==> src/design/assert_macros.svh <==
// Assertion macros for the nearest palette color search RTL.
`ifndef ASSERT_MACROS_SVH
`define ASSERT_MACROS_SVH

`ifndef NO_ASSERTIONS

`define ASSERT_AT(lbl, clk, rst_n, prop) \
	lbl: assert property (@(posedge clk) disable iff (!rst_n) (prop)) \
		else $error("assertion failed");

`define ASSERT_NEVER(lbl, clk, rst_n, expr) \
	lbl: assert property (@(posedge clk) disable iff (!rst_n) !(expr)) \
		else $error("forbidden condition seen");

`else

`define ASSERT_AT(lbl, clk, rst_n, prop)

`define ASSERT_NEVER(lbl, clk, rst_n, expr)

`endif

`endif

==> src/design/nps_pkg.sv <==
// Package with the types, constants and command codes of the palette search.
package nps_pkg;

	localparam int PALETTE_ENTRIES = 256;
	localparam int ADDR_W = (PALETTE_ENTRIES > 1) ? $clog2(PALETTE_ENTRIES) : 1;
	// Wide enough for an 8-bit entry index and for PALETTE_ENTRIES itself.
	localparam int CMP_W = (ADDR_W + 1 > 8) ? ADDR_W + 1 : 8;
	localparam int COLOR_W = 8;
	localparam int ENTRY_W = 3 * COLOR_W;
	localparam int SQ_W = 2 * COLOR_W;
	localparam int DIST_W = 18;
	localparam logic [DIST_W-1:0] DIST_INIT = '1;
	localparam logic [ADDR_W-1:0] LAST_ADDR = ADDR_W'(PALETTE_ENTRIES - 1);

	typedef enum logic {
		CMD_LOAD  = 1'b0,
		CMD_QUERY = 1'b1
	} nps_op_t;

	typedef enum logic [1:0] {
		ST_IDLE,
		ST_SCAN,
		ST_DRAIN
	} nps_state_t;

	typedef struct packed {
		logic              load;
		logic              start;
		logic              rd_en;
		logic [ADDR_W-1:0] rd_addr;
		logic              out_load;
	} nps_cmd_t;

	typedef struct packed {
		logic busy;
	} nps_stat_t;

endpackage

==> src/design/nps_ctrl.sv <==
// Controller: accepts requests, sequences the palette scan and owns the result valid.
`include "assert_macros.svh"

module nps_ctrl
	import nps_pkg::*;
(
	input  logic      clk,
	input  logic      arst_n,
	input  logic      in_valid,
	output logic      in_ready,
	input  nps_op_t   op,
	output logic      out_valid,
	input  logic      out_ready,
	output nps_cmd_t  cmd,
	input  nps_stat_t stat
);

	nps_state_t        state_q, state_nxt;
	logic [ADDR_W-1:0] cnt_q, cnt_nxt;
	logic              out_valid_q;
	logic              out_free;

	assign out_free = !out_valid_q || out_ready;

	always_ff @(posedge clk or negedge arst_n) begin
		if (!arst_n) begin
			state_q     <= ST_IDLE;
			cnt_q       <= '0;
			out_valid_q <= 1'b0;
		end else begin
			state_q <= state_nxt;
			cnt_q   <= cnt_nxt;
			if (cmd.out_load) begin
				out_valid_q <= 1'b1;
			end else if (out_ready) begin
				out_valid_q <= 1'b0;
			end
		end
	end

	always_comb begin
		state_nxt    = state_q;
		cnt_nxt      = cnt_q;
		in_ready     = 1'b0;
		cmd          = '0;
		cmd.rd_addr  = cnt_q;
		unique case (state_q)
			ST_IDLE: begin
				in_ready  = 1'b1;
				cmd.load  = in_valid && (op == CMD_LOAD);
				cmd.start = in_valid && (op == CMD_QUERY);
				if (cmd.start) begin
					state_nxt = ST_SCAN;
					cnt_nxt   = '0;
				end
			end
			ST_SCAN: begin
				cmd.rd_en = 1'b1;
				if (cnt_q == LAST_ADDR) begin
					cnt_nxt   = '0;
					state_nxt = ST_DRAIN;
				end else begin
					cnt_nxt = cnt_q + 1'b1;
				end
			end
			ST_DRAIN: begin
				if (!stat.busy && out_free) begin
					cmd.out_load = 1'b1;
					state_nxt    = ST_IDLE;
				end
			end
			default: begin
				state_nxt = ST_IDLE;
			end
		endcase
	end

	assign out_valid = out_valid_q;

	`ASSERT_NEVER(a_no_read_in_idle, clk, arst_n, (state_q == ST_IDLE) && cmd.rd_en)
	`ASSERT_NEVER(a_no_overwrite, clk, arst_n, cmd.out_load && out_valid_q && !out_ready)
	`ASSERT_AT(a_query_starts_scan, clk, arst_n, cmd.start |=> (state_q == ST_SCAN) && (cnt_q == '0))
	`ASSERT_NEVER(a_result_with_pipe_busy, clk, arst_n, cmd.out_load && stat.busy)

endmodule

==> config.mk <==
export PLATFORM = sky130hd
export DESIGN_NAME = nps_ctrl
export DESIGN_NICKNAME = d
export VERILOG_FILES = /design/src/design/nps_pkg.sv /design/src/design/nps_ctrl.sv
export VERILOG_INCLUDE_DIRS = /design/src /design/src/design
export SDC_FILE = /design/constraint.sdc
export NUM_CORES = 1
export LEC_CHECK = 0
export BUFFER_PORTS_ARGS = -buffer_cell sky130_fd_sc_hd__buf_2
export CAP_MARGIN = 20
export CORE_AREA = 2 2 39 41
export CTS_CLUSTER_DIAMETER = 40
export DETAILED_ROUTE_END_ITERATION = 6
export DIE_AREA = 0 0 41 43
export GPL_ROUTABILITY_DRIVEN = 0
export PLACE_DENSITY_LB_ADDON = 0.1
export SYNTH_ARGS = -nofsm -noshare
export SYNTH_HDL_FRONTEND = slang
export SYNTH_SLANG_ARGS = --single-unit
==> constraint.sdc <==
create_clock -name clk -period 1.65 [get_ports clk]
set_input_delay 0.165 -clock clk [delete_from_list [all_inputs] [get_ports clk]]
set_output_delay 0.165 -clock clk [all_outputs]
set_load 0.02 [all_outputs]
; ---- Word level (Yosys, flattened, before mapping)
; Cells that the tools add are included.
[word_totals]
reg_bits = 11
wordCells = 36
[classes]
n_addsub = 1
n_eq_ne = 6
muxes = 14
bitwise_logic = 1
n_reduce_logical = 11
[op_table]
columns = op, count
row1 = $mux 8, 2
row2 = $pmux 8 s2, 1
row3 = $add 8x1->8 const B, 1
row4 = $eq 8x8->1 const B, 1
row5 = $mux 2, 4
row6 = $mux 1, 6
row7 = $ne 2x2->1 const B, 3
row8 = $pmux 2 s3, 1
row9 = $reduce_bool 2->1, 2
row10 = $logic_and 1x1->1, 3
row11 = $reduce_and 3->1, 1
row12 = $eq 2x1->1 const B, 1
row13 = $eq 2x2->1 const B, 1
row14 = $logic_not 1->1, 2
row15 = $logic_not 2->1, 1
row16 = $reduce_and 2->1, 1
row17 = $logic_or 1x1->1, 1
row18 = $not 1->1, 1

; ---- Depth between registers and ports, before layout
; Gate-level depths: netlist of the first run.
[logic_depth]
ltp_word = 6
mapped_depth = 5
depth_no_buf = 5

; ---- Worst setup path before layout of the first run
; No wires, ideal clock.
[synth_timing]
path_type = register to register
start = reg cnt_q[0]
end = reg cnt_q[0]
setup_time_ns = 0.125
arrival_ns = 1.252
path_slack_ns = 0.274
stages_incl_launch_ff = 5
n_path_buf = 0
synth_period_minus_slack_ns = 1.376
path_cell_list = dfrtp_1 > ha_1 > nand3_1 > o21a_1 > mux2_2
[synth_between]
elab_chain_cells = 3
elab_cells_between_ends = 4
cone_classes = 1 x add/sub / 1 x eq/ne / 2 x mux
[synth_rtl]
columns = item, line_no
row1 = start: declaration, nps_ctrl.sv:19  ; logic [ADDR_W-1:0] cnt_q, cnt_nxt;
row2 = start signal: assignment, nps_ctrl.sv:32  ; cnt_q <= cnt_nxt;
row3 = $add 8x1->8 or $eq 8x8->1 (tied branches), "nps_ctrl.sv:63, nps_ctrl.sv:59"
row4 = $mux 8 (*), nps_ctrl.sv:59  ; if (cnt_q == LAST_ADDR) begin
row5 = $pmux 8 s2 (*), nps_ctrl.sv:47  ; unique case (state_q)
; Mark *: on every way between the ends. The rest lies on a longest branch, timed or not.
; A chain may end at the register's enable or synchronous reset.

==> impl_metrics.yaml, run 1 <==
timing:
  maxSlewViolCount: 0
  max_slew_margin_pct: 79.9
  post-route-min-period_ns: 1.43
  fin_crit_sh_pct: 86.4
  finalSetupViolations: 0
  grt_setup_unrepaired: "false"
  finalHoldViolCount: 0
  fin_skew_ns: 0.00168
  max_freq_mhz: 701
  tightest_slew_ns: 0.301
  tns_ns: 0
clock_tree:
  cts_tree: "yes"
  cts_sinks: 11
  cts_buffers: 3
  htreeDepth: 1
  insertion_delay_ns: 0.27
  clockBufferDepth: 2
  cts_root_buf: "clkbuf_4"
  clk_pin_slew_worst_paths_ns: 0.07
setup_path:
  critPathKind: "reg -> out"
  worstPathRequired_ns: 1.48
  r2r_cells: 5
  critPathLaunchType: "register"
  r2r_start: "cnt_q[1]"
  reg2reg_to: "cnt_q[3]"
  path_delay_family: "flip-flops"
  r2r_slack_ns: 0.30
  slowest_stage: "dfrtp_1"
  crit_buf_inv: 1
  worstPathArrival_ns: 1.26
  cp_max_fo: 7
  end_kind: "output port"
  path_cells: "nand2b_1, nor3b_1, buf_2"
  cp_slowest_stage_delay_ns: 0.47
finish:
  drive_gt1_share_pct: 35.0
  n_fill_cell: 131
  nNetsFinal: 88
  final_common_cell: "buf_2"
  num_antenna_cells: 0
  layout_common_cells: "buf_2, dfrtp_1, nor2_1"
  syn_to_final_growth_pct: 26.9
die:
  die_h_um: 43
  initial_core_util_pct: 40.6
  die_w_um: 41
  die_area_um2: 1760
  core-area_um2: 1380
  std_cell_rows: 14
  ioPinCount: 20
worst_hold_path:
  hp-class: "in -> reg"
  holdPathEnd: "out_valid"
  holdPathStages: 2
  min_from: "stat"
power_and_ir_drop:
  cellPowerDensity_nw_per_um2: 1530
  ir_worst_vdd_mv: 0.696
  power.total_mw: 1.09
  p_leak_nw: 0.345
yosys:
  synth_cells: 56
  synth.net_count: 63
  yosysSeqAreaShare_pct: 49.0
  yosysUniqueCellTypes: 24
  syn-cell-area_um2: 562
  avgSynthCellArea_um2: 10.0
  yosysWarnings: 0
  ys_ff_latch: 11
global_routing:
  grt_pass1_vias: 447
  grt_antenna_before_repair: 0
  grt_max_degree: 12
  grt_usage_pct: 17.7
  grt_first_pass_wirelength_mm: 1.97
  grt.overflow.total: 0
flow_run:
  cap_violations: 0
run_status:
  status: "completed"
detailed_routing:
  vias_per_cell: 5.09
  postRouteAntennaNets: 0
  drt_wl_total_mm: 1.16
  drc: 0
  wl_per_cell_um: 12.1
  initialDrtViolationCount: 8
  vias: 489
  first_pass_iters: 4
placement:
  portBuffers: 19
  dp_hpwl_um: 862
[routing by layer]
| layer | global-route usage (%) | share of wire, % |
|---|---|---|
| met1 | 21.8 | 45 |
| met2 | 23.8 | 48 |
| met3 | 6.28 | 5.2 |
| met4 | 14.0 | 2.2 |
| met5 | 0 | 0 |
[kinds of logic (layout without fill, tap and decap cells)]
group | Yosys count | after routing | synth area share, %
AO/OA/AOI/OAI | 7 | 7 | 8.24
flip-flops | 11 | 11 | 49.0
AND/OR/NAND/NOR | 30 | 30 | 30.1
XOR/XNOR | 5 | 5 | 7.79
adder cells (fa/ha/maj) | 1 | 1 | 2.23
multiplexers | 1 | 1 | 2.00
buffers and inverters | 1 | 25 | 0.668
[registers in the layout (all words and copies together) (netlist names)]
| register | flops |
|---|---|
| out_valid | 1 |
| state_q | 2 |
| cnt_q | 8 |
[Yosys cell counts]
library cell	count	area share, %
nor4b_2	1	2.7
o22ai_1	1	1.1
nor2b_1	1	1.1
nor2_1	9	6.0
mux2_2	1	2.0
nor4_2	1	2.2
or2_1	2	2.2
inv_2	1	0.67
o21a_1	1	1.3
a22o_1	1	1.6
nor3_1	2	1.8
nand2_1	4	2.7
nand2b_1	3	3.3
nand4_1	1	1.1
nand3_1	2	1.8
a21oi_2	1	1.6
xnor2_1	5	7.8
nor2_2	1	1.1
o21ai_0	3	2.7
ha_1	1	2.2
nand4b_1	1	1.6
and3_1	1	1.1
dfrtp_1	11	49
nor3b_1	1	1.3
[what timing repair did]
action,CTS,global route
hold endpoints to repair,11,0
hold buffers,1,0
resized for setup,0,0
setup buffers,0,0
[report_power, final]
| group | switching, mW | internal (mW) | total [mW] |
|---|---|---|---|
| Clock | 0.0966 | 0.0937 | 0.190 |
| Combinational | 0.298 | 0.180 | 0.478 |
| Sequential | 0.0823 | 0.338 | 0.421 |
[stage by stage]
| step | cell area [um^2] | util, % | hold slack [ns] | std cells | setup WS (ns) |
|---|---|---|---|---|---|
| 2_1_floorplan | 562 | - | -0.131 | 56 | 0.274 |
| 3_3_place_gp | 677 | 48.9 | 0.0467 | 91 | 0.356 |
| 3_5_place_dp | 677 | 48.9 | 0.0496 | 91 | 0.307 |
| 4_1_cts | 713 | 51.5 | 0.118 | 96 | 0.206 |
| 5_1_grt | 713 | 51.5 | 0.134 | 96 | 0.0933 |
| 6_report | 713 | 51.5 | 0.112 | 96 | 0.224 |
[how the worst max path moves through the flow]
stage	from	end	slack, ns	cells past startpoint
after floorplan	cnt_q[0]	cnt_q[0]	0.27	4
after global placement	cnt_q[1]	cnt_q[3]	0.36	5
after detailed placement	cnt_q[1]	cnt_q[3]	0.31	5
after CTS	state_q[0]	cmd[0]	0.21	3
after global routing	state_q[1]	cmd[0]	0.09	3
final	state_q[1]	cmd[0]	0.22	3
[cell type report]
class,count,area (um^2),share of cell area [%]
multi-input combinational,44,283,39.6
tap,16,20.0,2.81
sequential,11,275,38.6
inverter,1,3.75,0.526
timing repair buffer,20,105,14.7
clock buffer,4,26.3,3.68
[worst reg2reg max path, stage by stage, from the launching register on]
cell and delay [ns]:
dfrtp_1 0.40, ha_1 0.23, nand3_1 0.09, o21a_1 0.22, nor2_2 0.22, nor2_1 0.08
(Power assumes the default switching activity.)
==> run 2, diff against run 1 <==
==> constraint.sdc (replaced) <==
create_clock -name clk -period 1.65 [get_ports clk]
set_input_delay 0.165 -clock clk [delete_from_list [all_inputs] [get_ports clk]]
set_output_delay 0.165 -clock clk [all_outputs]
set_load 0.05 [all_outputs]
==> run 2 against run 1 <==
Against the previous run: register-to-register slack better by 0.02 ns; global-route usage fell by 2.2 points; flip-flop and latch count is the same; count of clock-buffer cells in the layout stayed put; wire length decreased by 9.1%; core utilization is 0.63 points higher; highest routed layer unchanged.
==> impl_metrics.yaml, run 2 (synthesis results as in run 1) <==
finish:
  largest_reg_flops: 8
  syn_to_final_growth_pct: 28.5
  n_fill_cell: 138
  fin_cells: 96
  nNetsFinal: 88
  layout_common_cells: "buf_2, dfrtp_1, nor2_1"
  regMostFlops: "cnt_q"
  final_common_cell: "buf_2"
  num_antenna_cells: 0
  drive_gt1_share_pct: 38.8
  fin_util_pct: 52.2
clock_tree:
  cts_tree: "yes"
  cts_sinks: 11
  insertion_delay_ns: 0.27
  cts_buffers: 3
  clk_pin_slew_worst_paths_ns: 0.07
  post_cts_resized: 0
  clockBufferDepth: 2
  htreeDepth: 1
  cts_root_buf: "clkbuf_4"
worst_hold_path:
  hp-class: "in -> reg"
  holdPathStages: 2
global_routing:
  grt_antenna_before_repair: 0
  grt_max_degree: 12
  grt_first_pass_wirelength_mm: 1.80
  grt_usage_pct: 15.5
  grt.overflow.total: 0
  grt_pass1_vias: 460
power_and_ir_drop:
  cellPowerDensity_nw_per_um2: 1790
  ir_worst_vdd_mv: 0.851
  p_leak_nw: 0.347
detailed_routing:
  first_pass_iters: 3
  wl_per_cell_um: 11.0
  drt_wl_total_mm: 1.05
  postRouteAntennaNets: 0
  drc: 0
  vias: 478
  initialDrtViolationCount: 3
  vias_per_cell: 4.98
setup_path:
  critPathKind: "reg -> out"
  r2r_cells: 5
  slowest_stage: "dfrtp_1"
  worstPathArrival_ns: 1.31
  worstPathRequired_ns: 1.48
  cp_slowest_stage_delay_ns: 0.42
  worst-path-stages: 3
  cp_max_fo: 4
  crit_buf_inv: 1
  path_delay_family: "flip-flops"
  end_kind: "output port"
  path_cells: "nand2b_1, nor3b_2, buf_2"
  critPathLaunchType: "register"
timing:
  fin_hold_ws_ns: 0.117
  finalSetupViolations: 0
  fin_skew_ns: 0.00118
  max_slew_margin_pct: 79.8
  maxSlewViolCount: 0
  max_freq_mhz: 677
  tns_ns: 0
  tightest_slew_ns: 0.303
  grt_setup_unrepaired: "false"
  fin_crit_sh_pct: 89.5
  finalHoldViolCount: 0
  post-route-min-period_ns: 1.48
die:
  ioPinCount: 20
  die_area_um2: 1760
  die_h_um: 43
  core-area_um2: 1380
  die_w_um: 41
  initial_core_util_pct: 40.6
  std_cell_rows: 14
placement:
  portBuffers: 19
  dp_hpwl_um: 840
  dp.cells: 91
run_status:
  status: "completed"
flow_run:
  cap_violations: 0
## run 2: per-layer routing
layer | GRT usage, % | up-vias | share of wire (%)
met5 | 0 | - | 0
met4 | 12.0 | 0 | 3.4
met3 | 3.14 | 5 | 6.0
met2 | 22.5 | 17 | 44
met1 | 18.8 | 213 | 46
li1 | - | 243 | -
## run 2: cell type report
cell class / instances / area (um^2) / share of cell area (%)
Clock buffer: 4 / 26.3 / 3.64
Inverter: 1 / 3.75 / 0.520
Tap cell: 16 / 20.0 / 2.77
Sequential cell: 11 / 275 / 38.1
Timing Repair Buffer: 20 / 105 / 14.6
Multi-Input combinational cell: 44 / 292 / 40.4
## run 2: worst reg2reg max path, cell delays in order, from the launching register on
cell     delay, ns
dfrtp_1       0.40
ha_1          0.23
nand3_1       0.09
o21a_1        0.22
nor2_2        0.21
nor2_1        0.08
## run 2: worst paths after layout
kind / from / end / slack (ns)
worst max register to register: cnt_q[0] / cnt_q[5] / 0.32
worst min-delay path: stat / out_valid / 0.12
worst max-delay path: state_q[0] / cmd[0] / 0.17
worst min register to register: out_valid / out_valid / 0.52
min in group asynchronous: arst_n / cnt_q[7] / 0.28
max in group asynchronous: arst_n / state_q[1] / 1.18
## run 2: power breakdown
part | total, mW | switching, mW | leakage [nW] | internal, mW
Sequential | 0.420 | 0.0810 | 0.147 | 0.339
Combinational | 0.683 | 0.498 | 0.185 | 0.185
Clock | 0.187 | 0.0932 | 0.0150 | 0.0937
Total | 1.29 | 0.672 | 0.347 | 0.618
## run 2: through the flow
step	setup WS (ns)	area, um^2	total power [mW]
after floorplan	-0.177	571	0.960
after global placement	0.357	686	1.12
after detailed placement	0.321	686	1.11
after CTS	0.153	722	1.31
after global routing	0.0588	722	1.38
final	0.173	722	1.29
## run 2: timing repair
| item | CTS | global route |
|---|---|---|
| buffers inserted | 0 | 0 |
| hold buffers | 1 | 0 |
| endpoints found under the hold margin | 11 | 0 |
